File: src/hdl/arpc_pkg.sv
// Package for the ARP cache resolver: transaction types, codes and constants.
`default_nettype none
package arpc_pkg;

  localparam int unsigned DEF_TABLE_ENTRIES = 8;

  // Configuration port: 64-bit data, registers on 8-byte boundaries.
  localparam int unsigned APB_DW = 64;
  localparam int unsigned APB_AW = 5;

  typedef logic [1:0] reg_idx_t;
  localparam reg_idx_t REG_OWN_MAC     = 2'd0;
  localparam reg_idx_t REG_SUBNET_ADDR = 2'd1;
  localparam reg_idx_t REG_SUBNET_MASK = 2'd2;
  localparam reg_idx_t REG_ROUTER_IP   = 2'd3;

  localparam logic [1:0] FUNC_RX      = 2'd0;
  localparam logic [1:0] FUNC_RESOLVE = 2'd1;
  localparam logic [1:0] FUNC_TICK    = 2'd2;

  localparam logic [15:0] ETYPE_ARP  = 16'h0806;
  localparam logic [15:0] ETYPE_IP   = 16'h0800;
  localparam logic [15:0] OP_REQUEST = 16'd1;
  localparam logic [15:0] OP_REPLY   = 16'd2;

  localparam logic [2:0] ACT_NONE    = 3'd0;
  localparam logic [2:0] ACT_REPLY   = 3'd1;
  localparam logic [2:0] ACT_REQUEST = 3'd2;
  localparam logic [2:0] ACT_SEND    = 3'd3;
  localparam logic [2:0] ACT_DELIVER = 3'd4;

  localparam logic [31:0] BCAST_IP  = 32'hFFFF_FFFF;
  localparam logic [47:0] BCAST_MAC = 48'hFFFF_FFFF_FFFF;

  typedef struct packed {
    logic [1:0]  func;
    logic [15:0] frame_type;
    logic [15:0] arp_opcode;
    logic [31:0] sender_ip;
    logic [47:0] sender_mac;
    logic [31:0] target_ip;
    logic [31:0] dest_ip;
  } in_item_t;

  typedef struct packed {
    logic [2:0]  action;
    logic [47:0] dest_mac;
    logic [31:0] request_ip;
  } out_item_t;

  typedef struct packed {
    logic [47:0] own_mac;
    logic [31:0] subnet_addr;
    logic [31:0] subnet_mask;
    logic [31:0] router_ip;
  } cfg_t;

  typedef struct packed {
    logic [31:0] ip;
    logic [47:0] mac;
    logic [7:0]  stamp;
  } entry_t;

endpackage
`default_nettype wire

File: src/hdl/arpc_regs.sv
// Configuration register file behind the APB-style port.
`default_nettype none
module arpc_regs
  import arpc_pkg::*;
(
  input  wire logic              clk_i,
  input  wire logic              rst_ni,
  input  wire logic              psel,
  input  wire logic              penable,
  input  wire logic              pwrite,
  input  wire logic [APB_AW-1:0] paddr,
  input  wire logic [APB_DW-1:0] pwdata,
  output logic      [APB_DW-1:0] prdata,
  output logic                   pready,
  output cfg_t                   cfg_o
);

  cfg_t     cfg_q;
  reg_idx_t idx;
  logic     wr_en;

  assign pready = 1'b1;
  assign idx    = paddr[APB_AW-1:3];
  assign wr_en  = psel & penable & pwrite & pready;

  always_ff @(posedge clk_i or negedge rst_ni) begin
    if (!rst_ni) begin
      cfg_q <= '0;
    end else if (wr_en) begin
      case (idx)
        REG_OWN_MAC:     cfg_q.own_mac     <= pwdata[47:0];
        REG_SUBNET_ADDR: cfg_q.subnet_addr <= pwdata[31:0];
        REG_SUBNET_MASK: cfg_q.subnet_mask <= pwdata[31:0];
        REG_ROUTER_IP:   cfg_q.router_ip   <= pwdata[31:0];
        default: ;
      endcase
    end
  end

  always_comb begin
    case (idx)
      REG_OWN_MAC:     prdata = {16'd0, cfg_q.own_mac};
      REG_SUBNET_ADDR: prdata = {32'd0, cfg_q.subnet_addr};
      REG_SUBNET_MASK: prdata = {32'd0, cfg_q.subnet_mask};
      REG_ROUTER_IP:   prdata = {32'd0, cfg_q.router_ip};
      default:         prdata = '0;
    endcase
  end

  assign cfg_o = cfg_q;

endmodule
`default_nettype wire

File: src/hdl/arpc_table.sv
// Entry memory: registered synchronous read, valid bits give the cleared reset state.
`default_nettype none
module arpc_table
  import arpc_pkg::*;
#(
  parameter int unsigned TABLE_ENTRIES = DEF_TABLE_ENTRIES,
  parameter int unsigned IDX_W         = 3
) (
  input  wire logic             clk_i,
  input  wire logic             rst_ni,
  input  wire logic             rd_en_i,
  input  wire logic [IDX_W-1:0] rd_addr_i,
  input  wire logic             wr_en_i,
  input  wire logic [IDX_W-1:0] wr_addr_i,
  input  entry_t                wr_data_i,
  output entry_t                rd_data_o
);

  entry_t                   mem_q [TABLE_ENTRIES];
  logic [TABLE_ENTRIES-1:0] vld_q;
  entry_t                   rd_q;
  logic                     rd_vld_q;

  always_ff @(posedge clk_i) begin
    if (wr_en_i) begin
      mem_q[wr_addr_i] <= wr_data_i;
    end
    if (rd_en_i) begin
      rd_q <= mem_q[rd_addr_i];
    end
  end

  always_ff @(posedge clk_i or negedge rst_ni) begin
    if (!rst_ni) begin
      vld_q    <= '0;
      rd_vld_q <= 1'b0;
    end else begin
      if (wr_en_i) begin
        vld_q[wr_addr_i] <= 1'b1;
      end
      if (rd_en_i) begin
        rd_vld_q <= vld_q[rd_addr_i];
      end
    end
  end

  // never-written entries read as all zero (free)
  assign rd_data_o = rd_vld_q ? rd_q : '0;

endmodule
`default_nettype wire

File: src/hdl/arpc_ctrl.sv
// Sequencer: decodes a transaction, scans the table, writes back and registers the result.
`default_nettype none
module arpc_ctrl
  import arpc_pkg::*;
#(
  parameter int unsigned TABLE_ENTRIES = DEF_TABLE_ENTRIES,
  parameter int unsigned IDX_W         = 3,
  parameter int unsigned CNT_W         = 4
) (
  input  wire logic             clk_i,
  input  wire logic             rst_ni,
  input  cfg_t                  cfg_i,
  input  wire logic             in_valid_i,
  output logic                  in_ready_o,
  input  in_item_t              in_data_i,
  output logic                  out_valid_o,
  input  wire logic             out_ready_i,
  output out_item_t             out_data_o,
  output logic                  rd_en_o,
  output logic      [IDX_W-1:0] rd_addr_o,
  input  entry_t                rd_data_i,
  output logic                  wr_en_o,
  output logic      [IDX_W-1:0] wr_addr_o,
  output entry_t                wr_data_o
);

  typedef enum logic [1:0] {
    ST_IDLE,
    ST_SCAN,
    ST_WRITE,
    ST_RESP
  } state_e;

  localparam logic [CNT_W-1:0] LAST_CNT = CNT_W'(TABLE_ENTRIES);

  state_e     state_q, state_d;
  logic [31:0] key_q, key_d;
  logic [47:0] smac_q, smac_d;
  logic        upd_q, upd_d;
  logic        rep_q, rep_d;
  logic [CNT_W-1:0] issue_q, issue_d;
  logic        rdv_q, rdv_d;
  logic [IDX_W-1:0] ridx_q, ridx_d;
  logic        hit_q, hit_d;
  logic [IDX_W-1:0] hidx_q, hidx_d;
  logic [47:0] hmac_q, hmac_d;
  logic        free_q, free_d;
  logic [IDX_W-1:0] fidx_q, fidx_d;
  logic [7:0]  old_q, old_d;
  logic [IDX_W-1:0] oidx_q, oidx_d;
  logic [7:0]  age_q, age_d;
  out_item_t   res_q, res_d;
  logic        out_valid_q, out_valid_d;
  out_item_t   out_q, out_d;

  logic        tgt_local, dst_local;
  logic [7:0]  age_v;

  assign tgt_local = (in_data_i.target_ip & cfg_i.subnet_mask) ==
                     (cfg_i.subnet_addr & cfg_i.subnet_mask);
  assign dst_local = (in_data_i.dest_ip & cfg_i.subnet_mask) ==
                     (cfg_i.subnet_addr & cfg_i.subnet_mask);
  assign age_v     = age_q - rd_data_i.stamp;

  assign in_ready_o  = (state_q == ST_IDLE);
  assign out_valid_o = out_valid_q;
  assign out_data_o  = out_q;

  assign rd_en_o   = (state_q == ST_SCAN) && (issue_q != LAST_CNT);
  assign rd_addr_o = issue_q[IDX_W-1:0];
  assign wr_en_o   = (state_q == ST_WRITE);
  assign wr_addr_o = hit_q ? hidx_q : (free_q ? fidx_q : oidx_q);
  assign wr_data_o = '{ip: key_q, mac: smac_q, stamp: age_q};

  always_comb begin
    state_d     = state_q;
    key_d       = key_q;
    smac_d      = smac_q;
    upd_d       = upd_q;
    rep_d       = rep_q;
    issue_d     = issue_q;
    rdv_d       = 1'b0;
    ridx_d      = ridx_q;
    hit_d       = hit_q;
    hidx_d      = hidx_q;
    hmac_d      = hmac_q;
    free_d      = free_q;
    fidx_d      = fidx_q;
    old_d       = old_q;
    oidx_d      = oidx_q;
    age_d       = age_q;
    res_d       = res_q;
    out_valid_d = out_valid_q;
    out_d       = out_q;

    if (out_valid_q && out_ready_i) begin
      out_valid_d = 1'b0;
    end

    case (state_q)
      ST_IDLE: begin
        if (in_valid_i) begin
          key_d   = in_data_i.sender_ip;
          smac_d  = in_data_i.sender_mac;
          upd_d   = 1'b0;
          rep_d   = 1'b0;
          issue_d = '0;
          hit_d   = 1'b0;
          free_d  = 1'b0;
          old_d   = '0;
          oidx_d  = '0;
          res_d   = '{action: ACT_NONE, dest_mac: '0, request_ip: '0};
          state_d = ST_RESP;
          case (in_data_i.func)
            FUNC_RX: begin
              if (in_data_i.frame_type == ETYPE_ARP) begin
                if (tgt_local && (in_data_i.arp_opcode == OP_REQUEST ||
                                  in_data_i.arp_opcode == OP_REPLY)) begin
                  upd_d   = 1'b1;
                  rep_d   = (in_data_i.arp_opcode == OP_REQUEST);
                  state_d = ST_SCAN;
                end
              end else if (in_data_i.frame_type == ETYPE_IP) begin
                res_d.action = ACT_DELIVER;
              end
            end
            FUNC_RESOLVE: begin
              if (in_data_i.dest_ip == BCAST_IP) begin
                res_d = '{action: ACT_SEND, dest_mac: BCAST_MAC, request_ip: '0};
              end else begin
                key_d   = dst_local ? in_data_i.dest_ip : cfg_i.router_ip;
                state_d = ST_SCAN;
              end
            end
            FUNC_TICK: begin
              age_d = age_q + 8'd1;
            end
            default: ;
          endcase
        end
      end

      ST_SCAN: begin
        if (rd_en_o) begin
          issue_d = issue_q + 1'b1;
          rdv_d   = 1'b1;
          ridx_d  = issue_q[IDX_W-1:0];
        end
        if (rdv_q) begin
          if (!hit_q && rd_data_i.ip != '0 && rd_data_i.ip == key_q) begin
            hit_d  = 1'b1;
            hidx_d = ridx_q;
            hmac_d = rd_data_i.mac;
          end
          if (!free_q && rd_data_i.ip == '0) begin
            free_d = 1'b1;
            fidx_d = ridx_q;
          end
          if (age_v > old_q) begin
            old_d  = age_v;
            oidx_d = ridx_q;
          end
        end
        if (issue_q == LAST_CNT && !rdv_q) begin
          if (upd_q) begin
            state_d = ST_WRITE;
          end else begin
            state_d = ST_RESP;
            if (hit_q) begin
              res_d = '{action: ACT_SEND, dest_mac: hmac_q, request_ip: '0};
            end else begin
              res_d = '{action: ACT_REQUEST, dest_mac: BCAST_MAC, request_ip: key_q};
            end
          end
        end
      end

      ST_WRITE: begin
        if (rep_q) begin
          res_d = '{action: ACT_REPLY, dest_mac: smac_q, request_ip: key_q};
        end
        state_d = ST_RESP;
      end

      ST_RESP: begin
        if (!out_valid_q || out_ready_i) begin
          out_valid_d = 1'b1;
          out_d       = res_q;
          state_d     = ST_IDLE;
        end
      end

      default: state_d = ST_IDLE;
    endcase
  end

  always_ff @(posedge clk_i or negedge rst_ni) begin
    if (!rst_ni) begin
      state_q     <= ST_IDLE;
      key_q       <= '0;
      smac_q      <= '0;
      upd_q       <= 1'b0;
      rep_q       <= 1'b0;
      issue_q     <= '0;
      rdv_q       <= 1'b0;
      ridx_q      <= '0;
      hit_q       <= 1'b0;
      hidx_q      <= '0;
      hmac_q      <= '0;
      free_q      <= 1'b0;
      fidx_q      <= '0;
      old_q       <= '0;
      oidx_q      <= '0;
      age_q       <= '0;
      res_q       <= '0;
      out_valid_q <= 1'b0;
      out_q       <= '0;
    end else begin
      state_q     <= state_d;
      key_q       <= key_d;
      smac_q      <= smac_d;
      upd_q       <= upd_d;
      rep_q       <= rep_d;
      issue_q     <= issue_d;
      rdv_q       <= rdv_d;
      ridx_q      <= ridx_d;
      hit_q       <= hit_d;
      hidx_q      <= hidx_d;
      hmac_q      <= hmac_d;
      free_q      <= free_d;
      fidx_q      <= fidx_d;
      old_q       <= old_d;
      oidx_q      <= oidx_d;
      age_q       <= age_d;
      res_q       <= res_d;
      out_valid_q <= out_valid_d;
      out_q       <= out_d;
    end
  end

  // one transaction in flight
  a_single_txn: assert property (@(posedge clk_i) disable iff (!rst_ni)
    (in_valid_i && in_ready_o) |=> !in_ready_o)
    else $error("input taken while a transaction is in flight");

  // table write only on an update, and never while reads are pending
  a_wr_upd: assert property (@(posedge clk_i) disable iff (!rst_ni)
    wr_en_o |-> (upd_q && !rdv_q && !rd_en_o))
    else $error("table write outside an update");

  a_wr_range: assert property (@(posedge clk_i) disable iff (!rst_ni)
    wr_en_o |-> (32'(wr_addr_o) < TABLE_ENTRIES))
    else $error("table write beyond last entry");

  // ARP requests always go to the broadcast address
  a_req_bcast: assert property (@(posedge clk_i) disable iff (!rst_ni)
    (out_valid_o && out_data_o.action == ACT_REQUEST) |-> (out_data_o.dest_mac == BCAST_MAC))
    else $error("ARP request without broadcast destination");

endmodule
`default_nettype wire

File: src/hdl/arp_cache_resolver.sv
// Top level of the ARP cache resolver: register file, sequencer and entry memory.
//
//  channel | direction | handshake               | payload
//  --------+-----------+-------------------------+---------------------------
//  input   | in        | in_valid_i / in_ready_o | in_data_i  (in_item_t)
//  output  | out       | out_valid_o/out_ready_i | out_data_o (out_item_t)
//  config  | in/out    | psel, penable, pready   | paddr, pwdata, prdata
//
// Scan: a transaction that needs the table (ARP request/reply on the
//   subnet, non-broadcast resolve) reads one entry per cycle, then waits for
//   the last read to return; an update then writes back in ST_WRITE. All
//   other transactions go straight to ST_RESP. One transaction is worked at
//   a time.
// Reset: per-entry valid bits clear the table at once; unwritten entries read
//   as free (all zero). No clearing pass.
// Stalls: the result sits in an output register, so the next transaction is
//   accepted while it waits; a new result waits for that register to empty.
`default_nettype none
module arp_cache_resolver
  import arpc_pkg::*;
#(
  parameter int unsigned TABLE_ENTRIES = DEF_TABLE_ENTRIES
) (
  input  wire logic              clk_i,
  input  wire logic              rst_ni,
  input  wire logic              in_valid_i,
  output logic                   in_ready_o,
  input  in_item_t               in_data_i,
  output logic                   out_valid_o,
  input  wire logic              out_ready_i,
  output out_item_t              out_data_o,
  input  wire logic              psel,
  input  wire logic              penable,
  input  wire logic              pwrite,
  input  wire logic [APB_AW-1:0] paddr,
  input  wire logic [APB_DW-1:0] pwdata,
  output logic      [APB_DW-1:0] prdata,
  output logic                   pready
);

  // index into the table; counter sized by $clog2(TABLE_ENTRIES + 1) so it can hold the depth
  localparam int unsigned IDX_W = (TABLE_ENTRIES > 1) ? $clog2(TABLE_ENTRIES) : 1;
  localparam int unsigned CNT_W = $clog2(TABLE_ENTRIES + 1);

  cfg_t             cfg;
  logic             rd_en, wr_en;
  logic [IDX_W-1:0] rd_addr, wr_addr;
  entry_t           rd_data, wr_data;

  arpc_regs u_regs (
    .clk_i   (clk_i),
    .rst_ni  (rst_ni),
    .psel    (psel),
    .penable (penable),
    .pwrite  (pwrite),
    .paddr   (paddr),
    .pwdata  (pwdata),
    .prdata  (prdata),
    .pready  (pready),
    .cfg_o   (cfg)
  );

  // sequencer: decode, scan for match / free / oldest, write back, respond
  arpc_ctrl #(
    .TABLE_ENTRIES (TABLE_ENTRIES),
    .IDX_W         (IDX_W),
    .CNT_W         (CNT_W)
  ) u_ctrl (
    .clk_i       (clk_i),
    .rst_ni      (rst_ni),
    .cfg_i       (cfg),
    .in_valid_i  (in_valid_i),
    .in_ready_o  (in_ready_o),
    .in_data_i   (in_data_i),
    .out_valid_o (out_valid_o),
    .out_ready_i (out_ready_i),
    .out_data_o  (out_data_o),
    .rd_en_o     (rd_en),
    .rd_addr_o   (rd_addr),
    .rd_data_i   (rd_data),
    .wr_en_o     (wr_en),
    .wr_addr_o   (wr_addr),
    .wr_data_o   (wr_data)
  );

  // IP, MAC and stamp of each entry in one word
  arpc_table #(
    .TABLE_ENTRIES (TABLE_ENTRIES),
    .IDX_W         (IDX_W)
  ) u_table (
    .clk_i     (clk_i),
    .rst_ni    (rst_ni),
    .rd_en_i   (rd_en),
    .rd_addr_i (rd_addr),
    .wr_en_i   (wr_en),
    .wr_addr_i (wr_addr),
    .wr_data_i (wr_data),
    .rd_data_o (rd_data)
  );

endmodule
`default_nettype wire
File: config.mk
export PLATFORM = sky130hd
export DESIGN_NAME = arp_cache_resolver
export DESIGN_NICKNAME = d
export VERILOG_FILES = /design/src/hdl/arpc_pkg.sv /design/src/hdl/arpc_regs.sv /design/src/hdl/arpc_table.sv /design/src/hdl/arpc_ctrl.sv /design/src/hdl/arp_cache_resolver.sv
export SDC_FILE = /design/constraint.sdc
export NUM_CORES = 2
export LEC_CHECK = 0
export BUFFER_PORTS_ARGS = -buffer_cell sky130_fd_sc_hd__buf_4
export CORE_UTILIZATION = 24
export CTS_CLUSTER_DIAMETER = 80
export DETAILED_ROUTE_END_ITERATION = 7
export PLACE_DENSITY_LB_ADDON = 0.3
export SYNTH_ARGS = -nofsm -noshare
export SYNTH_HDL_FRONTEND = slang
export SYNTH_SLANG_ARGS = --single-unit
File: constraint.sdc
create_clock -name clk_i -period 4.9 [get_ports clk_i]
set_input_delay 0.49 -clock clk_i [delete_from_list [all_inputs] [get_ports clk_i]]
set_output_delay 0.49 -clock clk_i [all_outputs]
set_load 0.05 [all_outputs]
; ---- Yosys cells after proc, flatten, opt, wreduce, memory -nomap -nowiden
; Memories as Yosys holds them, arrays and structs flattened. A register that Yosys moved wholly into a read port is not among the register bits.
; Cells that the tools add are included.
[op_classes]
mux = 62
bitwise_logic = 6
eq_ne = 28
n_addsub = 3
n_lt_le_gt_ge = 4
reduce_logical = 37
[op_table]
columns = cell, count
row1 = two-way mux 83 bit, 4
row2 = one-hot mux 64 bit (4 select lines), 1
row3 = one-hot mux 83 bit (3 select lines), 1
row4 = AND 32 bit, 3
row5 = equality test 32 bit, 3
row6 = two-way mux 32 bit, 3
row7 = two-way mux 88 bit, 1
row8 = two-way mux 82 bit, 1
row9 = two-way mux 81 bit, 1
row10 = two-way mux 80 bit, 1
row11 = "equality test 16 x 12 -> 1 bit, second input constant", 2
row12 = "equality test 32 bit, second input constant", 1
row13 = zero test 32 bit, 1
row14 = nonzero test 32 bit, 1
row15 = two-way mux 8 bit, 3
row16 = two-way mux 1 bit, 21
row17 = two-way mux 3 bit, 7
row18 = "equality test 16 x 1 -> 1 bit, second input constant", 1
row19 = "equality test 16 x 2 -> 1 bit, second input constant", 1
row20 = "!= test 2 bit, second input constant", 8
row21 = one-hot mux 8 bit (2 select lines), 1
row22 = AND reduction 3 bit, 5
row23 = AND reduction 2 bit, 7
row24 = two-way mux 2 bit, 6
row25 = 29 further kinds, 56
[totals]
register_bits = 487
in_bits = 254
out_inout_bits = 150
word_cells = 170
mem_bits_rw = 704
memories = 1
[mem_list]
columns = memory, words, width, read_ports, rd_ports_with_merged_regs, write_ports, line
row1 = u_table.mem_q, 8, 88, 1, 1, 1, arpc_table.sv:19  ; entry_t mem_q [TABLE_ENTRIES];

; ---- Longest topological paths before layout
[depth]
depth_word = 8
ltp_mapped = 22
depth_no_buf = 16

; ---- Modules after synthesis
; Synthesis repeated with hierarchy kept, for this count alone.
[unflattened]
hier_cells = 3138
area_unflattened_um2 = 52974.6
[modules_own_cells]
columns = mod, n_inst, cells_each, area_each_um2, seq_area_each_um2
row1 = arpc_table, 1, 1240, 30028.8, 24008.0
row2 = arpc_ctrl, 1, 1511, 16438.3, 8358.0
row3 = arpc_regs, 1, 387, 6507.5, 3603.5

; ---- Worst setup path after synthesis
; OpenSTA, ideal clock, no wires.
[synth_timing]
kind = register to register
from = reg u_ctrl.state_q[0]
to = reg u_table.vld_q[0]
path_slack_ns = -0.462
synth_period_minus_slack_ns = 5.362
stages_incl_launch_ff = 7
required_time_ns = 4.812
arrival_time_ns = 5.274
setup_ns = 0.088
n_path_buf = 1
cell_sequence = dfrtp_1 > inv_1 > ha_1 > clkbuf_1 > o211ai_1 > nor2_1 > or2_2
[synth_between]
elab_chain_len = 1
[synth_lines]
columns = item, line
row1 = start: declaration, arpc_ctrl.sv:36  ; state_e state_q, state_d;
row2 = start signal: assignment, arpc_ctrl.sv:219  ; state_q <= state_d;
row3 = equality test 2 bit, arpc_ctrl.sv:71  ; assign wr_en_o = (state_q == ST_WRITE);
row4 = end signal: assignment, arpc_table.sv:35  ; vld_q <= '0;
row5 = end signal: indexed assignment, arpc_table.sv:39  ; vld_q[wr_addr_i] <= 1'b1;
row6 = end: declaration, arpc_table.sv:20  ; logic [TABLE_ENTRIES-1:0] vld_q;
; No other way between the ends.
; A chain may end at the register's enable or synchronous reset.

; ---- Worst setup path in the final report
[layout_timing]
from = reg u_table.rd_vld_q
to = reg u_ctrl.old_q[6]
[layout_between]
elab_chain_len = 5
word_cells_on_any_way = 8
cone_classes = add/sub: 1 / order compare: 1 / eq/ne: 1 / mux: 4 / reduce/logical: 1
[layout_lines]
columns = item, line
row1 = start: declaration, arpc_table.sv:22  ; logic rd_vld_q;
row2 = start signal: assignment, arpc_table.sv:42  ; rd_vld_q <= vld_q[rd_addr_i];
row3 = two-way mux 88 bit (*), arpc_table.sv:48  ; assign rd_data_o = rd_vld_q ? rd_q : '0;
row4 = subtractor 8 bit (*), arpc_ctrl.sv:63  ; assign age_v = age_q - rd_data_i.stamp;
row5 = greater-than comparator 8 bit or two-way mux 8 bit (tied branches), arpc_ctrl.sv:159  ; if (age_v > old_q) begin
row6 = != test 2 bit (no source line) or two-way mux 8 bit (tied branches), --
row7 = AND reduction 4 bit (no source line) or one-hot mux 8 bit (2 select lines) (tied branches), --
row8 = end signal: assignment, arpc_ctrl.sv:232  ; old_q <= old_d;
row9 = end: declaration, arpc_ctrl.sv:49  ; logic [7:0] old_q, old_d;
; Mark *: on every way between the ends. The rest lies on a longest branch, timed or not. The select of a mux whose other input is x is not followed.

==> flow_metrics.env <==
export IMPL_clockPowerShare_pct=27.8
export IMPL_cp_required_ps=5570
export IMPL_max_cap_violations=0
export IMPL_power_internal_mw=26.1
export IMPL_antenna_found_initial=21
export IMPL_area_growth_pct=24.5
export IMPL_yosys_area_share_xor_xnor_pct=1.46
export IMPL_port_buffers=367
export IMPL_p_sw_mw=14.1
export IMPL_clk_latency_ps=800
export IMPL_viasPerCell=4.51
export IMPL_postRouteAntennaNets=0
export IMPL_cts_buffers=147
export IMPL_synth_top_family_by_area="multiplexers"
export IMPL_synth_area_sq_um=52200
export IMPL_leakagePower_nw=24.6
export IMPL_num_rows=170
export IMPL_fin_crit_ps=3590
export IMPL_slew_viol_final=0
export IMPL_yosys_top_cells_area="edfxtp_1 46%, dfrtp_1 23%, mux4_2 9.1%"
export IMPL_syn_avg_cell_area_sq_um=16.2
export IMPL_hold_ws_ps=86.9
export IMPL_fin_area_sq_um=65000
export IMPL_ios=404
export IMPL_place_gp_congestion=0.823
export IMPL_setup_viol=0
export IMPL_yosysSeqAreaShare_pct=68.9
export IMPL_synth_adder_area_share_pct=0.565
export IMPL_grt_pass1_vias=32000
export IMPL_p_sw_share_pct=35.0
export IMPL_synth_top_area_share_pct=45.5
export IMPL_yosys_area_top_type="edfxtp_1"
export IMPL_period_share_pct=73.2
export IMPL_synth_seq_cells=1279
export IMPL_core_area_sq_um=215000
export IMPL_synth_edf_count=792
export IMPL_crit_path_end_kind="flop"
export IMPL_run_status="completed"
export IMPL_seqPwrFrac_pct=42.9
export IMPL_grt_max_degree=156
export IMPL_placed_area_sq_um=58700
export IMPL_synthMuxAreaShare_pct=16.7
export IMPL_wl_per_cell_microns=23.1
export IMPL_synth_async_reset_ratio_pct=38.1
export IMPL_pwr_density_cell_nw_per_um2=619
export IMPL_die_width_microns=469
export IMPL_p_comb_share_pct=29.4
export IMPL_finalClockSkew_ps=51.0
export IMPL_hpwl_microns=97300
export IMPL_synthSimpleGateAreaFrac_pct=6.78
export IMPL_criticalPathCategory="flop to flop"
export IMPL_clkTransAtPathRegs_ps=60
export IMPL_max_slew_margin_pct=24.7
export IMPL_detail_route_first_pass_iterations=5
export IMPL_layout_nets=4044
export IMPL_drc=0
export IMPL_drt_iter0_drc=2082
export IMPL_synth_cells=3232
export IMPL_grt_ovfl_total=0
export IMPL_via_count=30400
export IMPL_yosysWarnings=0
export IMPL_critPathMaxFanout=22
export IMPL_tightest_slew_ps=1130
export IMPL_worstPathArrival_ps=4250
export IMPL_fp_dieH_microns=469
export IMPL_ys_types=61
export IMPL_hold_class="input port to flop"
export IMPL_ctsResizeCount=0
export IMPL_root_buffer="clkbuf_16"
export IMPL_cts_tree="built"
export IMPL_rsz0062_at_grt="no"
export IMPL_drt_wl_total_microns=155000
export IMPL_ir_worst_vdd_v=0.000506
export IMPL_grt_pass1_wl_microns=227000
export IMPL_drive_gt1_share_pct=31.9
export IMPL_dieArea_sq_um=220000
export IMPL_h_tree_depth=4
export IMPL_grt_use_total_pct=14.1
export IMPL_synth_compound_area_share_pct=3.81
export IMPL_cts_sinks=1279
export IMPL_cp_start_kind="flop"
export IMPL_ys_flop_type="edfxtp_1"
export IMPL_fmax_mhz=279
export IMPL_cts_buffer_depth=3
export IMPL_hold_violations=0
export IMPL_initial_utilization_pct=24.2
==> cell type report <==
class / count / area, sq um
Antenna cell: 10 / 25.0
Clock buffer: 192 / 4050
Clock inverter: 81 / 937
Fill cell: 21300 / 150000
Inverter: 23 / 88.8
Multi-Input combinational cell: 1743 / 15500
Sequential cell: 1279 / 36000
Tap cell: 2838 / 3550
Timing Repair Buffer: 573 / 4860
==> critical path, cell delays in order (launching register included) <==
cell and delay (ps):
dfrtp_4 590, and2_1 180, ha_1 160, inv_1 60, fa_1 420, nand2_1 80, nand2_1 50, a21oi_1 220
o21bai_1 90, a21oi_1 180, xnor2_1 110, ha_1 310, nand4_1 110, o21bai_1 170, a21oi_1 190, buf_4 260
nor3_1 70, a21o_1 180
==> cells in the mapped netlist, types with 3 or more instances <==
cell and instances:
and3_1 3, o21a_1 8, nand4b_1 8, o211ai_1 28
buf_2 9, a21oi_1 22, nand2_1 344, and2_1 21
edfxtp_1 792, clkbuf_1 144, nor2b_1 17, inv_1 23
a21o_1 52, a221oi_1 43, nand2b_1 51, or2_2 11
a22oi_1 39, nand3b_1 4, o22a_1 3, xnor2_1 7
ha_1 22, xor2_1 80, a22o_1 8, o21bai_1 3
o31ai_1 9, nand4_1 23, mux2_2 321, dfrtp_1 487
mux4_2 210, buf_4 18, nand3_1 86, buf_1 30
nor3_1 55, mux2i_1 36, nor2_1 129, o21ai_0 27
o22ai_1 9, nor4_1 18, o221ai_1 5
==> stage by stage <==
step | total power, mW | setup WS, ps | utilization (%) | std cells | setup TNS, ps
after global routing | 42.3 | 994 | 30.2 | 6735 | 0
after floorplan | 24.5 | -460 | - | 3247 | -268160
final | 40.2 | 1310 | 30.2 | 6739 | 0
after global placement | 29.2 | 1330 | 27.3 | 6326 | 0
after detailed placement | 29.4 | 1300 | 27.3 | 6326 | 0
after CTS | 40.8 | 1290 | 30.2 | 6729 | 0
==> state kept, by name, summed over array words and instances, names as in the netlist, 2 cells and up <==
name,flops
u_table.mem_q,704
u_regs.cfg_o,144
u_table.rd_q,88
u_ctrl.out_data_o,83
u_ctrl.res_q,83
u_ctrl.hmac_q,48
u_ctrl.smac_q,48
u_ctrl.key_q,32
u_ctrl.age_q,8
u_ctrl.old_q,8
u_table.vld_q,8
u_ctrl.issue_q,4
u_ctrl.fidx_q,3
u_ctrl.hidx_q,3
u_ctrl.oidx_q,3
u_ctrl.ridx_q,3
u_ctrl.state_q,2
==> power groups by stage <==
stage	Clock [mW]	Combinational, mW	Sequential (mW)
after floorplan	0	7.00	17.5
after global placement	0	11.9	17.3
after detailed placement	0	12.0	17.5
after CTS	11.5	12.1	17.3
after global routing	11.9	12.9	17.6
final	11.2	11.8	17.2
==> kinds of logic after synthesis <==
kind of cell    after synthesis
buf+inv                     225
fa+ha+maj                    23
compound gates              270
simple gates                777
flops                      1279
xor+xnor                     87
mux                         569
other cells                   2
==> routing by layer <==
layer | share of wire, % | track usage, % | up-vias | wire [microns]
met3 | 5.9 | 3.43 | 230 | 9090
met2 | 47 | 23.2 | 853 | 73600
met5 | 0.080 | 0 | - | 125
met4 | 2.5 | 3.98 | 20 | 3820
li1 | - | - | 13400 | -
met1 | 44 | 18.5 | 15900 | 68700
==> path summary, 6_finish.rpt <==
| kind | from | end | slack (ps) | depth (start not counted) |
|---|---|---|---|---|
| max | u_table.rd_vld_q | u_ctrl.old_q[6] | 1310 | 17 |
| min | in_data_i[177] | u_ctrl.age_q[2] | 90 | 3 |
| max reg2reg | u_table.rd_vld_q | u_ctrl.old_q[6] | 1310 | 17 |
| min reg2reg | u_table.vld_q[2] | u_table.vld_q[2] | 460 | 1 |
| max in group asynchronous | rst_ni | u_ctrl.res_q[63] | 3220 | 3 |
| min in group asynchronous | rst_ni | u_ctrl.key_q[18] | 230 | 2 |
==> cells in the final DEF (no fill, tap or decap), types with 55 or more instances in the layout <==
master         instances
dfrtp_1              482
xor2_1                80
dlygate4sd3_1        130
edfxtp_1             792
mux2_2               321
nand2_1              341
nand3_1               86
mux4_2               210
nor2_1               119
nor3_1                55
clkbuf_16            149
buf_4                424
==> repair_timing <==
item                                   CTS  global route
endpoints found under the hold margin  275             0
hold buffers                           130             0
setup buffers                            0             0
Note: power is estimated with default switching activity, not from simulation.
